$ cat config.mk
export PLATFORM = sky130hd
export DESIGN_NAME = ftcd_mul
export DESIGN_NICKNAME = d
export VERILOG_FILES = /design/src/rtl/ftcd_pkg.sv /design/src/rtl/ftcd_mul.sv
export SDC_FILE = /design/constraint.sdc
export NUM_CORES = 2
export LEC_CHECK = 0
export ABC_AREA = 1
export ABC_CLOCK_PERIOD_IN_PS = 14100
export BUFFER_PORTS_ARGS = -buffer_cell sky130_fd_sc_hd__buf_2
export CORE_UTILIZATION = 45
export CTS_CLUSTER_SIZE = 14
export DETAILED_ROUTE_END_ITERATION = 10
export SETUP_SLACK_MARGIN = 0.15
export SLEW_MARGIN = 0
export SYNTH_ARGS = -nofsm -noshare
export SYNTH_HDL_FRONTEND = slang
export SYNTH_SLANG_ARGS = --single-unit
$ cat constraint.sdc
create_clock -name clk -period 14.1 [get_ports clk]
set_input_delay 0 -clock clk [delete_from_list [all_inputs] [get_ports clk]]
set_output_delay 0 -clock clk [all_outputs]
set_load 0.03 [all_outputs]
$ cat src/rtl/ftcd_pkg.sv
// ftcd_pkg: shared types, widths and constants of the force/torque contact detector
// depends on nothing; used by every other rtl file
`default_nettype none

package ftcd_pkg;

	// fixed point and field widths
	localparam int FRAC_BITS = 16;
	localparam int FORCE_W   = 32;
	localparam int GDIR_W    = 18;
	localparam int CALIB_W   = 16;
	localparam int MASS_W    = 24;
	localparam int THR_W     = 31;
	localparam int CFG_W     = 31;
	localparam int CFG_IDX_W = 2;

	// register indexes of the configuration port
	localparam logic [CFG_IDX_W-1:0] REG_CALIB_SAMPLES = 2'd0;
	localparam logic [CFG_IDX_W-1:0] REG_TOOL_MASS     = 2'd1;
	localparam logic [CFG_IDX_W-1:0] REG_FORCE_THRESH  = 2'd2;

	// reset values of the registers
	localparam logic [CALIB_W-1:0] CALIB_RESET = 16'd100;
	localparam logic [MASS_W-1:0]  MASS_RESET  = '0;
	localparam logic [THR_W-1:0]   THR_RESET   = THR_W'(64'd1 << FRAC_BITS);

	// command codes
	localparam logic CMD_SAMPLE    = 1'b0;
	localparam logic CMD_EMERGENCY = 1'b1;

	// 9.81 in fixed point, rounded to nearest
	localparam longint GRAVITY_Q = ((longint'(981) << FRAC_BITS) + 50) / 100;
	localparam int     GRAV_W    = $clog2(GRAVITY_Q + 1);

	// weight magnitude, one spare bit for the rounding carry
	localparam int W_W = MASS_W + GRAV_W - FRAC_BITS + 1;

	// shared multiplier operands (signed)
	localparam int MUL_A_W = FORCE_W;
	localparam int MUL_B_W = W_W + 1;
	localparam int PROD_W  = MUL_A_W + MUL_B_W;

	// compensated force, force minus bias, running-mean numerator
	localparam int F_W   = FORCE_W + 2;
	localparam int C_W   = F_W + 1;
	localparam int NUM_W = FORCE_W + CALIB_W + 2;
	localparam int DVD_W = NUM_W - 1;
	localparam int DIV_CNT_W = $clog2(DVD_W + 1);

	localparam logic [PROD_W-1:0] ROUND_HALF = PROD_W'(64'd1 << (FRAC_BITS - 1));

	// axis index
	localparam int AXES   = 3;
	localparam int AXIS_W = 2;
	localparam logic [AXIS_W-1:0] AXIS_FIRST = 2'd0;
	localparam logic [AXIS_W-1:0] AXIS_LAST  = 2'd2;

	typedef enum logic [3:0] {
		S_IDLE,
		S_WMUL,
		S_WCAP,
		S_GMUL,
		S_GCAP,
		S_DEC,
		S_CMP,
		S_BMUL,
		S_BCAP,
		S_ABS,
		S_DSTART,
		S_DWAIT,
		S_DONE
	} state_t;

	typedef struct packed {
		logic busy;
		logic done;
	} div_status_t;

endpackage

`default_nettype wire

$ cat src/rtl/ftcd_mul.sv
// ftcd_mul: shared signed multiplier with registered product
// depends on ftcd_pkg for operand widths
`default_nettype none

module ftcd_mul (
	input  wire logic                                clk,
	input  wire logic signed [ftcd_pkg::MUL_A_W-1:0] a,
	input  wire logic signed [ftcd_pkg::MUL_B_W-1:0] b,
	output logic signed [ftcd_pkg::PROD_W-1:0]       p_q
);

	logic signed [ftcd_pkg::PROD_W-1:0] a_ext;
	logic signed [ftcd_pkg::PROD_W-1:0] b_ext;

	assign a_ext = ftcd_pkg::PROD_W'(a);
	assign b_ext = ftcd_pkg::PROD_W'(b);

	always_ff @(posedge clk) begin
		p_q <= a_ext * b_ext;
	end

endmodule

`default_nettype wire

==> Flow_metrics.wiki <==
{| class="wikitable"
! Metric !! Value
|-
| Unrepaired setup endpoints after global routing || no
|-
| Final number of max-transition violations || 0
|-
| Sequential share of the synthesized area || 0.0324
|-
| Number of buffers created by CTS || 9
|-
| Dominant synthesized flop cell || sky130_fd_sc_hd__dfxtp_1
|-
| Quantity of hold-fixing buffers added after cts || 0
|-
| Top delay family on crit path || adder cells
|-
| Total via count after detailed routing || about 30000
|-
| Count of cell types in the netlist || 33
|-
| Max Cap Viol || 0
|-
| Antenna violation net count after detailed routing || 0
|-
| Setup repair bufs after CTS || 0
|-
| CP arrival || roughly 7.7 ns
|-
| Half-perimeter wire length after placement || between 90000 and 100000 um
|-
| Hold crit path type || in2reg
|-
| Area of the mapped netlist || between 30000 and 40000 sq um
|-
| Most numerous cell types in the synthesized netlist || sky130_fd_sc_hd__inv_1 (1692), sky130_fd_sc_hd__nand2_1 (1400), sky130_fd_sc_hd__fa_1 (1014)
|-
| Mean area per synthesized cell || approximately 7.8 sq um
|-
| Cell count after synthesis || 4932
|-
| CP bufs+invs || 9
|-
| Ys async rst share || 0
|-
| Post-Syn Nets || ~6200
|-
| Category of the most critical setup path || in2reg
|-
| Setup TNS || 0 ns
|-
| Initial cell density of the core || 0.457
|-
| Count of flip-flops with a built-in enable after synthesis || 0
|-
| Slowest Stage Delay on Critical Path || roughly 0.85 ns
|-
| Status || finished clean
|-
| Number of levels in the clock H-tree || 3
|-
| Routed via count divided by cell count || between 4 and 5
|-
| Cell with the most instances after synthesis || sky130_fd_sc_hd__inv_1
|-
| Vias in the first global route || between 30000 and 40000
|-
| Boundary Pins || 125
|-
| Worst slack at placement || ~6.3 ns
|-
| Pre-antenna DRT Iters || 6
|-
| Total length of routed wires || 112000 um
|-
| Biggest register || p_q
|-
| Cell type with the largest total area after synthesis || sky130_fd_sc_hd__fa_1
|-
| Worst Path Max Fanout || 30
|-
| Total of warnings raised by yosys || 0
|-
| Kind of launch point of the worst setup path || primary input
|-
| Wire length of the first global-routing pass || roughly 180000 um
|-
| Fmax || roughly 130 MHz
|-
| Worst slew margin relative to its limit || 0.238
|-
| Floorplan row count || 106
|-
| Hold violation count in the final report || 0
|-
| DR WL/cell || roughly 19 um
|-
| CTS tree || built
|-
| Critical Path Slowest Stage Cell || sky130_fd_sc_hd__fa_1
|-
| Share of the synthesized area in the top cell type || 0.529
|-
| Gpl congestion || ~0.96
|-
| Clock root buffer || sky130_fd_sc_hd__clkbuf_16
|-
| Largest regs || p_q (62)
|-
| Largest net degree at the start of global routing || 34
|-
| Count of port buffers added during placement || around 120
|-
| Number of nets in the final layout || about 6200
|-
| Critical Path RT || between 10 and 15 ns
|-
| Final setup violation count || 0
|-
| Full die area || roughly 86000 sq um
|-
| Total track usage || 0.275
|-
| GRT overflow || 0
|-
| Antenna violations before repair || 0
|-
| Period utilization || 0.529
|-
| Post-route worst setup slack || approximately 6.6 ns
|-
| Clk buf depth || 2
|-
| Max FFs per register || 62
|-
| Synthesis-to-layout area growth || 4.64%
|-
| DRC violations left || 0
|-
| Chip Height || between 200 and 300 um
|-
| Horizontal extent of the die || about 290 um
|-
| Worst Max-Slew Pin Slew || ~1.1 ns
|-
| Number of gates resized after CTS || 0
|-
| Cell types occupying the most area after synthesis || sky130_fd_sc_hd__fa_1 (53%), sky130_fd_sc_hd__inv_1 (17%), sky130_fd_sc_hd__nand2_1 (14%)
|-
| Standard cell core area || around 84000 sq um
|-
| Total number of clock tree sinks || between 60 and 70
|-
| Violation count after the first detailed-route iteration || 1913
|-
| Critical path endpoint category || flip-flop
|-
| Final Critical Period || approximately 7.5 ns
|-
| Number of synthesized register bits || 62
|-
| Fraction of layout instances using a drive strength above 1 || 0.0505
|-
| Clk slew on worst S/H paths || around 0.060 ns
|}
path summary, 6_finish.rpt:
path / endpoint / start / slack, ns / cells past startpoint
setup / recovery: p_q[56] / a[31] / 6.65 / 28
hold / removal: p_q[0] / b[0] / 0.21 / 4
per-layer routing:
layer / global-route usage / vias to the layer above / share of wire
met3: 0.0278 / 211 / 0.060
met2: 0.487 / 1013 / 0.50
met1: 0.353 / 14800 / 0.41
met4: 0.0874 / 0 / 0.037
met5: 0 / - / 0
li1: - / 13300 / -
logic make-up after synthesis:
logic type,after synthesis,synth area share
compound gates,94,0.0136
fa+ha+maj,1192,0.587
xor+xnor,34,0.00776
simple gates,1664,0.175
flops,62,0.0324
buf+inv,1886,0.185
tightest hold or removal path, cell delays in order:
cell and delay (ns):
sky130_fd_sc_hd__buf_2 0.09, sky130_fd_sc_hd__buf_4 0.26, sky130_fd_sc_hd__nand2_1 0.11, sky130_fd_sc_hd__inv_1 0.04
cell type report:
cell class	instances	area, sq um
antenna	1	2.50
clock buffer	12	246
inverter	1700	6380
clock inverter	2	10.0
timing repair buffer	148	801
fill	8421	43800
multi-input combinational	2984	30000
sequential	62	1240
tap	1134	1420
metrics by stage:
step | std cells | utilization | instance area [sq um] | hold slack, ns
final | 6043 | 0.478 | 40100 | 0.207
after CTS | 6042 | 0.478 | 40100 | 0.200
after global routing | 6042 | 0.478 | 40100 | 0.221
after detailed placement | 6028 | 0.475 | 39900 | 0.434
after floorplan | 4932 | - | 38400 | 0.0935
after global placement | 6028 | 0.475 | 39900 | 0.435
cell usage in the layout (no fill, tap or decap), drive strengths merged, types with 3 or more instances in the layout:
master / synthesis / routed
inv: 1698 / 1698
nand2: 1419 / 1419
fa: 1014 / 1014
ha: 178 / 178
buf: 0 / 148
nor2: 121 / 121
nand3: 80 / 80
dfxtp: 62 / 62
a21oi: 60 / 60
xor2: 27 / 27
nand4: 18 / 18
o21ai: 18 / 18
clkbuf: 186 / 12
nor3: 12 / 12
o21bai: 11 / 11
or2: 8 / 8
xnor2: 7 / 7
clkinv: 2 / 4
a21o: 3 / 3
nor4: 3 / 3
Power is not shown: default switching activity piles up to over one toggle a cycle in this logic, so the estimate is an artifact.
