--- src/rtl/ftcd_pkg.sv ---
// ftcd_pkg: shared types, widths and constants of the force/torque contact detector
// depends on nothing; used by every other rtl file
`default_nettype none

package ftcd_pkg;

	// fixed point and field widths
	localparam int FRAC_BITS = 16;
	localparam int FORCE_W   = 32;
	localparam int GDIR_W    = 18;
	localparam int CALIB_W   = 16;
	localparam int MASS_W    = 24;
	localparam int THR_W     = 31;
	localparam int CFG_W     = 31;
	localparam int CFG_IDX_W = 2;

	// register indexes of the configuration port
	localparam logic [CFG_IDX_W-1:0] REG_CALIB_SAMPLES = 2'd0;
	localparam logic [CFG_IDX_W-1:0] REG_TOOL_MASS     = 2'd1;
	localparam logic [CFG_IDX_W-1:0] REG_FORCE_THRESH  = 2'd2;

	// reset values of the registers
	localparam logic [CALIB_W-1:0] CALIB_RESET = 16'd100;
	localparam logic [MASS_W-1:0]  MASS_RESET  = '0;
	localparam logic [THR_W-1:0]   THR_RESET   = THR_W'(64'd1 << FRAC_BITS);

	// command codes
	localparam logic CMD_SAMPLE    = 1'b0;
	localparam logic CMD_EMERGENCY = 1'b1;

	// 9.81 in fixed point, rounded to nearest
	localparam longint GRAVITY_Q = ((longint'(981) << FRAC_BITS) + 50) / 100;
	localparam int     GRAV_W    = $clog2(GRAVITY_Q + 1);

	// weight magnitude, one spare bit for the rounding carry
	localparam int W_W = MASS_W + GRAV_W - FRAC_BITS + 1;

	// shared multiplier operands (signed)
	localparam int MUL_A_W = FORCE_W;
	localparam int MUL_B_W = W_W + 1;
	localparam int PROD_W  = MUL_A_W + MUL_B_W;

	// compensated force, force minus bias, running-mean numerator
	localparam int F_W   = FORCE_W + 2;
	localparam int C_W   = F_W + 1;
	localparam int NUM_W = FORCE_W + CALIB_W + 2;
	localparam int DVD_W = NUM_W - 1;
	localparam int DIV_CNT_W = $clog2(DVD_W + 1);

	localparam logic [PROD_W-1:0] ROUND_HALF = PROD_W'(64'd1 << (FRAC_BITS - 1));

	// axis index
	localparam int AXES   = 3;
	localparam int AXIS_W = 2;
	localparam logic [AXIS_W-1:0] AXIS_FIRST = 2'd0;
	localparam logic [AXIS_W-1:0] AXIS_LAST  = 2'd2;

	typedef enum logic [3:0] {
		S_IDLE,
		S_WMUL,
		S_WCAP,
		S_GMUL,
		S_GCAP,
		S_DEC,
		S_CMP,
		S_BMUL,
		S_BCAP,
		S_ABS,
		S_DSTART,
		S_DWAIT,
		S_DONE
	} state_t;

	typedef struct packed {
		logic busy;
		logic done;
	} div_status_t;

endpackage

`default_nettype wire

--- src/rtl/ftcd_div.sv ---
// ftcd_div: radix-2 restoring divider, one quotient bit per cycle
// depends on ftcd_pkg for widths and the status struct
`default_nettype none

module ftcd_div (
	input  wire logic                              clk,
	input  wire logic                              arst_n,
	input  wire logic                              start,
	input  wire logic [ftcd_pkg::DVD_W-1:0]        dividend,
	input  wire logic [ftcd_pkg::CALIB_W-1:0]      divisor,
	output logic [ftcd_pkg::DVD_W-1:0]             quotient,
	output ftcd_pkg::div_status_t                  status
);

	logic [ftcd_pkg::CALIB_W-1:0]   rem_q;
	logic [ftcd_pkg::DVD_W-1:0]     quo_q;
	logic [ftcd_pkg::CALIB_W-1:0]   dsr_q;
	logic [ftcd_pkg::DIV_CNT_W-1:0] cnt_q;
	logic                           busy_q;
	logic                           done_q;
	logic [ftcd_pkg::CALIB_W:0]     trial;
	logic                           fits;

	// shift in the next dividend bit, subtract if it fits
	assign trial = {rem_q, quo_q[ftcd_pkg::DVD_W-1]};
	assign fits  = trial >= {1'b0, dsr_q};

	always_ff @(posedge clk or negedge arst_n) begin
		if (!arst_n) begin
			busy_q <= 1'b0;
			done_q <= 1'b0;
			cnt_q  <= '0;
		end else begin
			done_q <= 1'b0;
			if (start) begin
				busy_q <= 1'b1;
				cnt_q  <= ftcd_pkg::DIV_CNT_W'(ftcd_pkg::DVD_W);
			end else if (busy_q) begin
				cnt_q <= cnt_q - 1'b1;
				if (cnt_q == ftcd_pkg::DIV_CNT_W'(1)) begin
					busy_q <= 1'b0;
					done_q <= 1'b1;
				end
			end
		end
	end

	always_ff @(posedge clk) begin
		if (start) begin
			rem_q <= '0;
			quo_q <= dividend;
			dsr_q <= divisor;
		end else if (busy_q) begin
			rem_q <= fits ? ftcd_pkg::CALIB_W'(trial - {1'b0, dsr_q})
			              : ftcd_pkg::CALIB_W'(trial);
			quo_q <= {quo_q[ftcd_pkg::DVD_W-2:0], fits};
		end
	end

	assign quotient    = quo_q;
	assign status.busy = busy_q;
	assign status.done = done_q;

endmodule

`default_nettype wire

--- config.mk ---
export PLATFORM = sky130hd
export DESIGN_NAME = ftcd_div
export DESIGN_NICKNAME = d
export VERILOG_FILES = /design/src/rtl/ftcd_pkg.sv /design/src/rtl/ftcd_div.sv
export SDC_FILE = /design/constraint.sdc
export NUM_CORES = 1
export LEC_CHECK = 0
export ABC_AREA = 1
export BUFFER_PORTS_ARGS = -buffer_cell sky130_fd_sc_hd__buf_2
export CORE_UTILIZATION = 55
export CTS_BUF_LIST = sky130_fd_sc_hd__clkbuf_4 sky130_fd_sc_hd__clkbuf_8
export DETAILED_ROUTE_END_ITERATION = 10
export PLACE_DENSITY = 0.82
export SYNTH_ARGS = -nofsm -noshare
export SYNTH_HDL_FRONTEND = slang
export SYNTH_SLANG_ARGS = --single-unit
--- constraint.sdc ---
create_clock -name clk -period 2.2 [get_ports clk]
set_clock_uncertainty 0.2 [all_clocks]
set_input_delay 0.44 -clock clk [delete_from_list [all_inputs] [get_ports clk]]
set_output_delay 0.44 -clock clk [all_outputs]
set_load 0.03 [all_outputs]
==> reports/metrics.yaml, run 1 <==
status:
  outcome: "finished, final reports clean"
placement:
  pre_cts_ws_ps: 50.1
  placed_cells: 804
  routabilityCongestion: 0.901
  dp_hpwl_mm: 8.31
  port_buffers: 118
timing:
  hold_viol_final: 0
  relSlewSlack: 0.785
  hold_ws_ps: 44.5
  min_period_ps: 2130
  setup_viol: 0
  grt_setup_unrepaired: "yes"
  worst_pin_slew_ps: 321
  tns_ps: 0
  fmax_mhz: 470
  finalWorstSetupSlack_ps: 74.3
  slew_violations: 0
  fin_crit_sh: 0.966
route:
  routed_wl_mm: 12.2
  firstDrtPassIters: 5
  wl_per_cell_microns: 14.7
  ant_nets: 0
  dr.first_iter.drc_count: 267
  drcViolationCount: 0
  viasPerCell: 5.29
  num_vias: 4413
floorplanning:
  dieHeight_microns: 96.1
  top_level_ports: 119
  start_util: 0.581
  core_area_sq_um: 8380
  die_area_sq_um: 9230
  die_w_microns: 96.1
  rows: 33
grt:
  overflow: 0
  grt_usage: 0.266
  grt_max_degree: 39
  grt_pass1_wl_mm: 18.6
  grt_pass1_vias: 4058
  antenna_found_initial: 0
yosys:
  synthTopCellsByArea: "edfxtp_1 (40%), nand2_1 (20%), dfxtp_1 (6.6%)"
  avgSynthCellArea_sq_um: 8.24
  synth_seq_area_share: 0.508
  netlist.area_leader.share: 0.401
  syn_nets: 678
  synth_warnings: 0
  yosysUniqueCellTypes: 36
  syn_inst: 591
  synth_area_leader_cell: "edfxtp_1"
  ys_seq_elements: 89
  syn-cell-area_sq_um: 4870
setup_path:
  setup.worst_path.start_class: "flop"
  reg2reg_from: "dsr_q[4]$_DFFE_PP_"
  cpPeakStageDelay_ps: 350
  cp_data_arrival_time_ps: 2170
  critPathTopFamily: "simple AND/OR/NAND/NOR gates"
  critPathKind: "flop to flop"
  worstPathMaxFanout: 9
  crit_start: "dsr_q[4]$_DFFE_PP_"
  rrSetupSlack_ps: 70
  crit_buf_inv: 2
  crit_top_cell: "nand2_1"
  path_cells: "inv_1, ha_4, nand2_1, nor2_4, nand4_1, nand2_2, nor2_8, nand2_8, buf_12, nand2_1, nand3_1, nand2_1"
  worstSetupEndpointType: "flop"
  required_ps: 2240
  slowest_stage: "edfxtp_1"
cells_and_area:
  post-route-util: 0.730
  instances_no_fill: 835
  nets: 812
  diodes: 0
  num-fill-cells: 603
  area_growth_pct: 25.7
  drive_gt1_frac: 0.289
pwr:
  pwr-share-comb: 0.494
  p_leak_nw: 3.15
  pwr-share-seq: 0.340
  cellPowerDensity_nw_per_um2: 1100
  sw_frac_of_total: 0.421
  internal_power_mw: 3.91
  ir_worst_vdd_mv: 0.451
  clockPowerShare: 0.166
  switchingPower_mw: 2.84
clock_tree:
  cts_tree: "yes"
  htree_levels: 3
  clockRootBuffer: "clkbuf_8"
  insertion_delay_ps: 360
  cts_inserted_buffers: 9
  clock_sinks: 89
  clock_path_buffers: 2
  clk_pin_slew_ps: 110
hold_path:
  hp-class: "primary input to flop"
  hold_start: "divisor[3]"
job:
  drv_cap: 0
[per-layer routing]
layer  vias to the layer above  GRT usage  wire [microns]
met5                         -          0               0
met4                         0      0.114             339
li1                       2145          -               -
met2                       211      0.442            6110
met3                        29     0.0608             986
met1                      2028      0.332            4820
[final cells by class]
cell class,count,area (sq um),area share
Multi-Input combinational cell,408,2210,0.362
Sequential cell,89,2470,0.404
Clock buffer,10,138,0.0225
Clock inverter,6,56.3,0.00920
Tap cell,105,131,0.0215
Timing Repair Buffer,140,821,0.134
Inverter,77,289,0.0472
[path summary, 6_finish.rpt]
check	to	cells past startpoint
worst max register to register	rem_q[9]$_SDFFE_PP0P_	12
min in group asynchronous	cnt_q[1]$_DFFE_PN0P_	2
worst min register to register	rem_q[14]$_SDFFE_PP0P_	2
worst min-delay path	dsr_q[3]$_DFFE_PP_	1
max in group asynchronous	cnt_q[5]$_DFFE_PN0P_	2
worst max-delay path	rem_q[9]$_SDFFE_PP0P_	12
[per-stage QoR]
step	cell area [sq um]	power, mW
floorplan	4880	4.38
global placement	5570	4.85
detailed placement	5570	4.92
CTS	5830	6.21
global route	6120	7.17
finish	6120	6.75
[power groups by stage]
| stage | Clock [mW] | Sequential (mW) | Combinational [mW] |
|---|---|---|---|
| after detailed placement | 0 | 2.27 | 2.65 |
| after global routing | 1.19 | 2.33 | 3.65 |
| after CTS | 1.13 | 2.24 | 2.84 |
| after floorplan | 0 | 2.43 | 1.95 |
| final | 1.12 | 2.30 | 3.33 |
| after global placement | 0 | 2.26 | 2.58 |
[worst reg2reg max path: cells and delay by family, from the launching register on]
| kind | cells | cell delay (ps) |
|---|---|---|
| fa+ha+maj | 1 | 300 |
| buf+inv | 2 | 200 |
| flops | 1 | 350 |
| simple gates | 9 | 960 |
[cell families after synthesis]
kind of cell	share of synthesized area
adders and majority gates	0.0504
DFF	0.508
AOI/OAI and AO/OA	0.0342
and+or+nand+nor	0.313
xor gates and xnor gates	0.0126
buffers and inverters	0.0820
[cells in the mapped netlist (all sizes together)]
library cell / instances
xnor2: 5
fa: 1
nand3b: 7
nand2: 273
dfxtp: 16
inv: 77
o21a: 1
nor2: 20
nand4: 4
o21ai: 11
ha: 18
o21bai: 1
edfxtp: 65
clkbuf: 11
dfrtp: 8
o22ai: 1
buf: 7
nand3: 44
a31oi: 1
nor3: 5
xor2: 2
a21oi: 13
[what timing repair did]
| item | in CTS | in global routing |
|---|---|---|
| gates resized for setup | 0 | 34 |
| pin swaps | 1 | 6 |
| hold buffers | 1 | 0 |
| gates cloned | 0 | 1 |
| setup endpoints to repair | 1 | 17 |
| endpoints found under the hold margin | 8 | 0 |
| buffers inserted | 3 | 10 |
[sequential cells by signal, summed over array words and instances (netlist names)]
signal    cells
busy_q        1
rem_q        16
quotient     49
dsr_q        16
cnt_q         6
done_q        1
[placed cells by master, fill, tap and decap left out, types with 2 or more instances in the layout]
master / synthesis / layout
inv_8: 0 / 2
clkbuf_8: 0 / 10
nand2_1: 263 / 257
buf_12: 0 / 5
o21ai_0: 10 / 9
ha_2: 0 / 3
inv_6: 0 / 3
buf_2: 1 / 118
nand3b_1: 7 / 7
xor2_1: 2 / 2
inv_2: 6 / 7
a21oi_1: 11 / 11
buf_4: 2 / 16
nand3_1: 39 / 36
inv_1: 71 / 70
nor2_1: 14 / 14
dfrtp_1: 8 / 8
nand3_2: 5 / 7
ha_4: 0 / 11
dfxtp_1: 16 / 16
edfxtp_1: 65 / 65
nor2_4: 1 / 4
nand2_8: 1 / 2
xnor2_1: 5 / 5
ha_1: 18 / 4
nor2_2: 4 / 2
nor3_1: 5 / 5
nand4_1: 4 / 4
nand2_2: 8 / 14
(Power assumes the default switching activity.)
==> run 2, diff against run 1 <==
--- a/config.mk
+++ b/config.mk
@@ -10,7 +10,7 @@
 export CORE_UTILIZATION = 55
 export CTS_BUF_LIST = sky130_fd_sc_hd__clkbuf_4 sky130_fd_sc_hd__clkbuf_8
 export DETAILED_ROUTE_END_ITERATION = 10
-export PLACE_DENSITY = 0.82
+export PLACE_DENSITY = 0.93
 export SYNTH_ARGS = -nofsm -noshare
 export SYNTH_HDL_FRONTEND = slang
 export SYNTH_SLANG_ARGS = --single-unit
==> run 2 against run 1 <==
Net effect:
- sequential share of layout area about the same
- design area about the same
- global-route usage about the same
- final cell count decreased by 0.36%
- clock-buffer cell count unchanged
- largest cell class unchanged
==> reports/metrics.yaml, run 2 (synthesized netlist as in run 1, its figures left out) <==
floorplanning:
  dieHeight_microns: 96.1  # unchanged
  rows: 33  # unchanged
  start_util: 0.581  # unchanged
  core_area_sq_um: 8380  # unchanged
  die_w_microns: 96.1  # unchanged
  top_level_ports: 119  # unchanged
  die_area_sq_um: 9230  # unchanged
placement:
  port_buffers: 118  # unchanged
  placed_cells: 803  # was 804
  dp_hpwl_mm: 8.61  # was 8.31 mm
  placed_area_sq_um: 5550  # was 5570 sq um
  pre_cts_ws_ps: 7.88  # was 50.1 ps
  routabilityCongestion: 0.950  # was 0.901
route:
  firstDrtPassIters: 5  # unchanged
  ant_nets: 0  # unchanged
  dr.first_iter.drc_count: 272  # was 267
  wl_per_cell_microns: 14.8  # was 14.7 microns
  viasPerCell: 5.24  # was 5.29
  drcViolationCount: 0  # unchanged
  routed_wl_mm: 12.3  # was 12.2 mm
  num_vias: 4359  # was 4413
timing:
  hold_viol_final: 0  # unchanged
  fmax_mhz: 468  # was 470 MHz
  fin_crit_sh: 0.971  # was 0.966
  hold_ws_ps: 57.0  # was 44.5 ps
  relSlewSlack: 0.478  # was 0.785
  finalWorstSetupSlack_ps: 63.7  # was 74.3 ps
  min_period_ps: 2140  # was 2130 ps
  setup_viol: 0  # unchanged
  slew_violations: 0  # unchanged
  worst_pin_slew_ps: 783  # was 321 ps
cells_and_area:
  nets: 809  # was 812
  num-fill-cells: 620  # was 603
  instances_no_fill: 832  # was 835
  layout_commonest_cell: "nand2_1"  # unchanged
  final_cell_mix: "nand2_1 (259), buf_2 (118), inv_1 (70)"  # was nand2_1 (257), buf_2 (118), inv_1 (70)
  fin_area_sq_um: 6120  # about the same
  diodes: 0  # unchanged
  area_growth_pct: 25.6  # was 25.7%
  largest_reg_flops: 49  # unchanged
  drive_gt1_frac: 0.282  # was 0.289
setup_path:
  setup.worst_path.start_class: "flop"  # unchanged
  required_ps: 2250  # was 2240 ps
  worstPathMaxFanout: 4  # was 9
  rrSetupSlack_ps: 60  # was 70 ps
  critPathKind: "flop to flop"  # unchanged
  reg2regPathDepth: 12  # unchanged
  worstSetupEndpointType: "flop"  # unchanged
  reg2reg_from: "dsr_q[0]$_DFFE_PP_"  # was dsr_q[4]$_DFFE_PP_
  r2r_end: "rem_q[14]$_SDFFE_PP0P_"  # was rem_q[9]$_SDFFE_PP0P_
  cp_data_arrival_time_ps: 2190  # was 2170 ps
clock_tree:
  insertion_delay_ps: 350  # was 360 ps
  clk_pin_slew_ps: 90  # was 110 ps
  htree_levels: 3  # unchanged
  cts_inserted_buffers: 9  # unchanged
  clockRootBuffer: "clkbuf_8"  # unchanged
  clock_path_buffers: 2  # unchanged
  clock_sinks: 89  # unchanged
  cts_tree: "yes"  # unchanged
grt:
  grt_pass1_vias: 4138  # was 4058
  overflow: 0  # unchanged
  grt_usage: 0.266  # about the same
  antenna_found_initial: 0  # unchanged
  grt_pass1_wl_mm: 18.6  # about the same
  grt_max_degree: 49  # was 39
pwr:
  p_total_mw: 6.70  # was 6.75 mW
  ir_worst_vdd_mv: 0.730  # was 0.451 mV
  cellPowerDensity_nw_per_um2: 1100  # about the same
  p_leak_nw: 3.14  # was 3.15 nW
hold_path:
  holdPathEnd: "dsr_q[11]$_DFFE_PP_"  # was dsr_q[3]$_DFFE_PP_
  whs_path_depth: 1  # unchanged
  hold_start: "divisor[11]"  # was divisor[3]
  hp-class: "primary input to flop"  # unchanged
job:
  drv_cap: 0  # unchanged
status:
  outcome: "finished, final reports clean"  # unchanged
run 2: changes by cell type in the layout (fill, tap and decap cells not counted), moves of 2 or more:
cell,delta
buf_12,-2
nand2_2,-2
inv_6,-2
bufinv_16,+2
ha_2,-3
nand3_1,+2
ha_4,+3
inv_8,-2
nand2_1,+2
nand3_2,-2
run 2: worst max-delay path, cell delays in order (launching register included):
cell,delay (ps)
edfxtp_1,430
ha_4,190
fa_2,380
inv_2,80
nand3_1,90
nand3_2,100
nand2_1,80
nand2_2,80
nand2_1,100
nand3_1,120
nand3_2,80
nand2_1,70
nand2_1,50
run 2: metal layers:
metal	vias to the layer above	global-route usage	wire length, microns	share of wire
met5	-	0	0	0
met3	33	0.0529	850	0.069
met4	0	0.111	381	0.031
li1	2126	-	-	-
met1	2003	0.327	4960	0.40
met2	197	0.457	6090	0.50
run 2: per-stage QoR:
stage,TNS (ps),utilization
after floorplan,0,-
final,0,0.730
after global routing,-120,0.730
after global placement,0,0.663
after detailed placement,0,0.663
after CTS,0,0.694
run 2: how the worst max path moves through the flow:
| stage | slack [ps] | end | start | cells past startpoint |
|---|---|---|---|---|
| 4_1_cts | 20 | rem_q[10]$_SDFFE_PP0P_ | dsr_q[1]$_DFFE_PP_ | 11 |
| 6_report | 60 | rem_q[14]$_SDFFE_PP0P_ | dsr_q[0]$_DFFE_PP_ | 12 |
| 5_1_grt | -70 | rem_q[14]$_SDFFE_PP0P_ | quotient[48]$_DFFE_PP_ | 13 |
| 3_3_place_gp | 60 | rem_q[14]$_SDFFE_PP0P_ | quotient[48]$_DFFE_PP_ | 13 |
| 3_5_place_dp | 8 | rem_q[2]$_SDFFE_PP0P_ | dsr_q[14]$_DFFE_PP_ | 10 |
| 2_1_floorplan | 50 | rem_q[14]$_SDFFE_PP0P_ | quotient[48]$_DFFE_PP_ | 13 |
run 2: timing repair:
action,CTS,global route
pin swaps,1,9
setup buffers,3,9
setup endpoints to repair,9,17
endpoints found under the hold margin,8,0
hold buffers,1,0
gates cloned,0,0
resized for setup,0,35
run 2: layout make-up:
cell class / count / area (sq um) / share of cell area
well taps: 105 / 131 / 0.0215
multi-input cells: 407 / 2220 / 0.363
clock buffers: 10 / 131 / 0.0215
repair buffers: 138 / 785 / 0.128
flip-flops and latches: 89 / 2470 / 0.404
clock inverters: 6 / 90.1 / 0.0147
inverters: 77 / 289 / 0.0472
run 2: report_power, final:
group	switching [mW]	leakage [nW]	total (mW)	internal (mW)
logic	1.88	2.11	3.14	1.25
registers	0.226	0.919	2.31	2.08
clock network	0.597	0.110	1.25	0.657
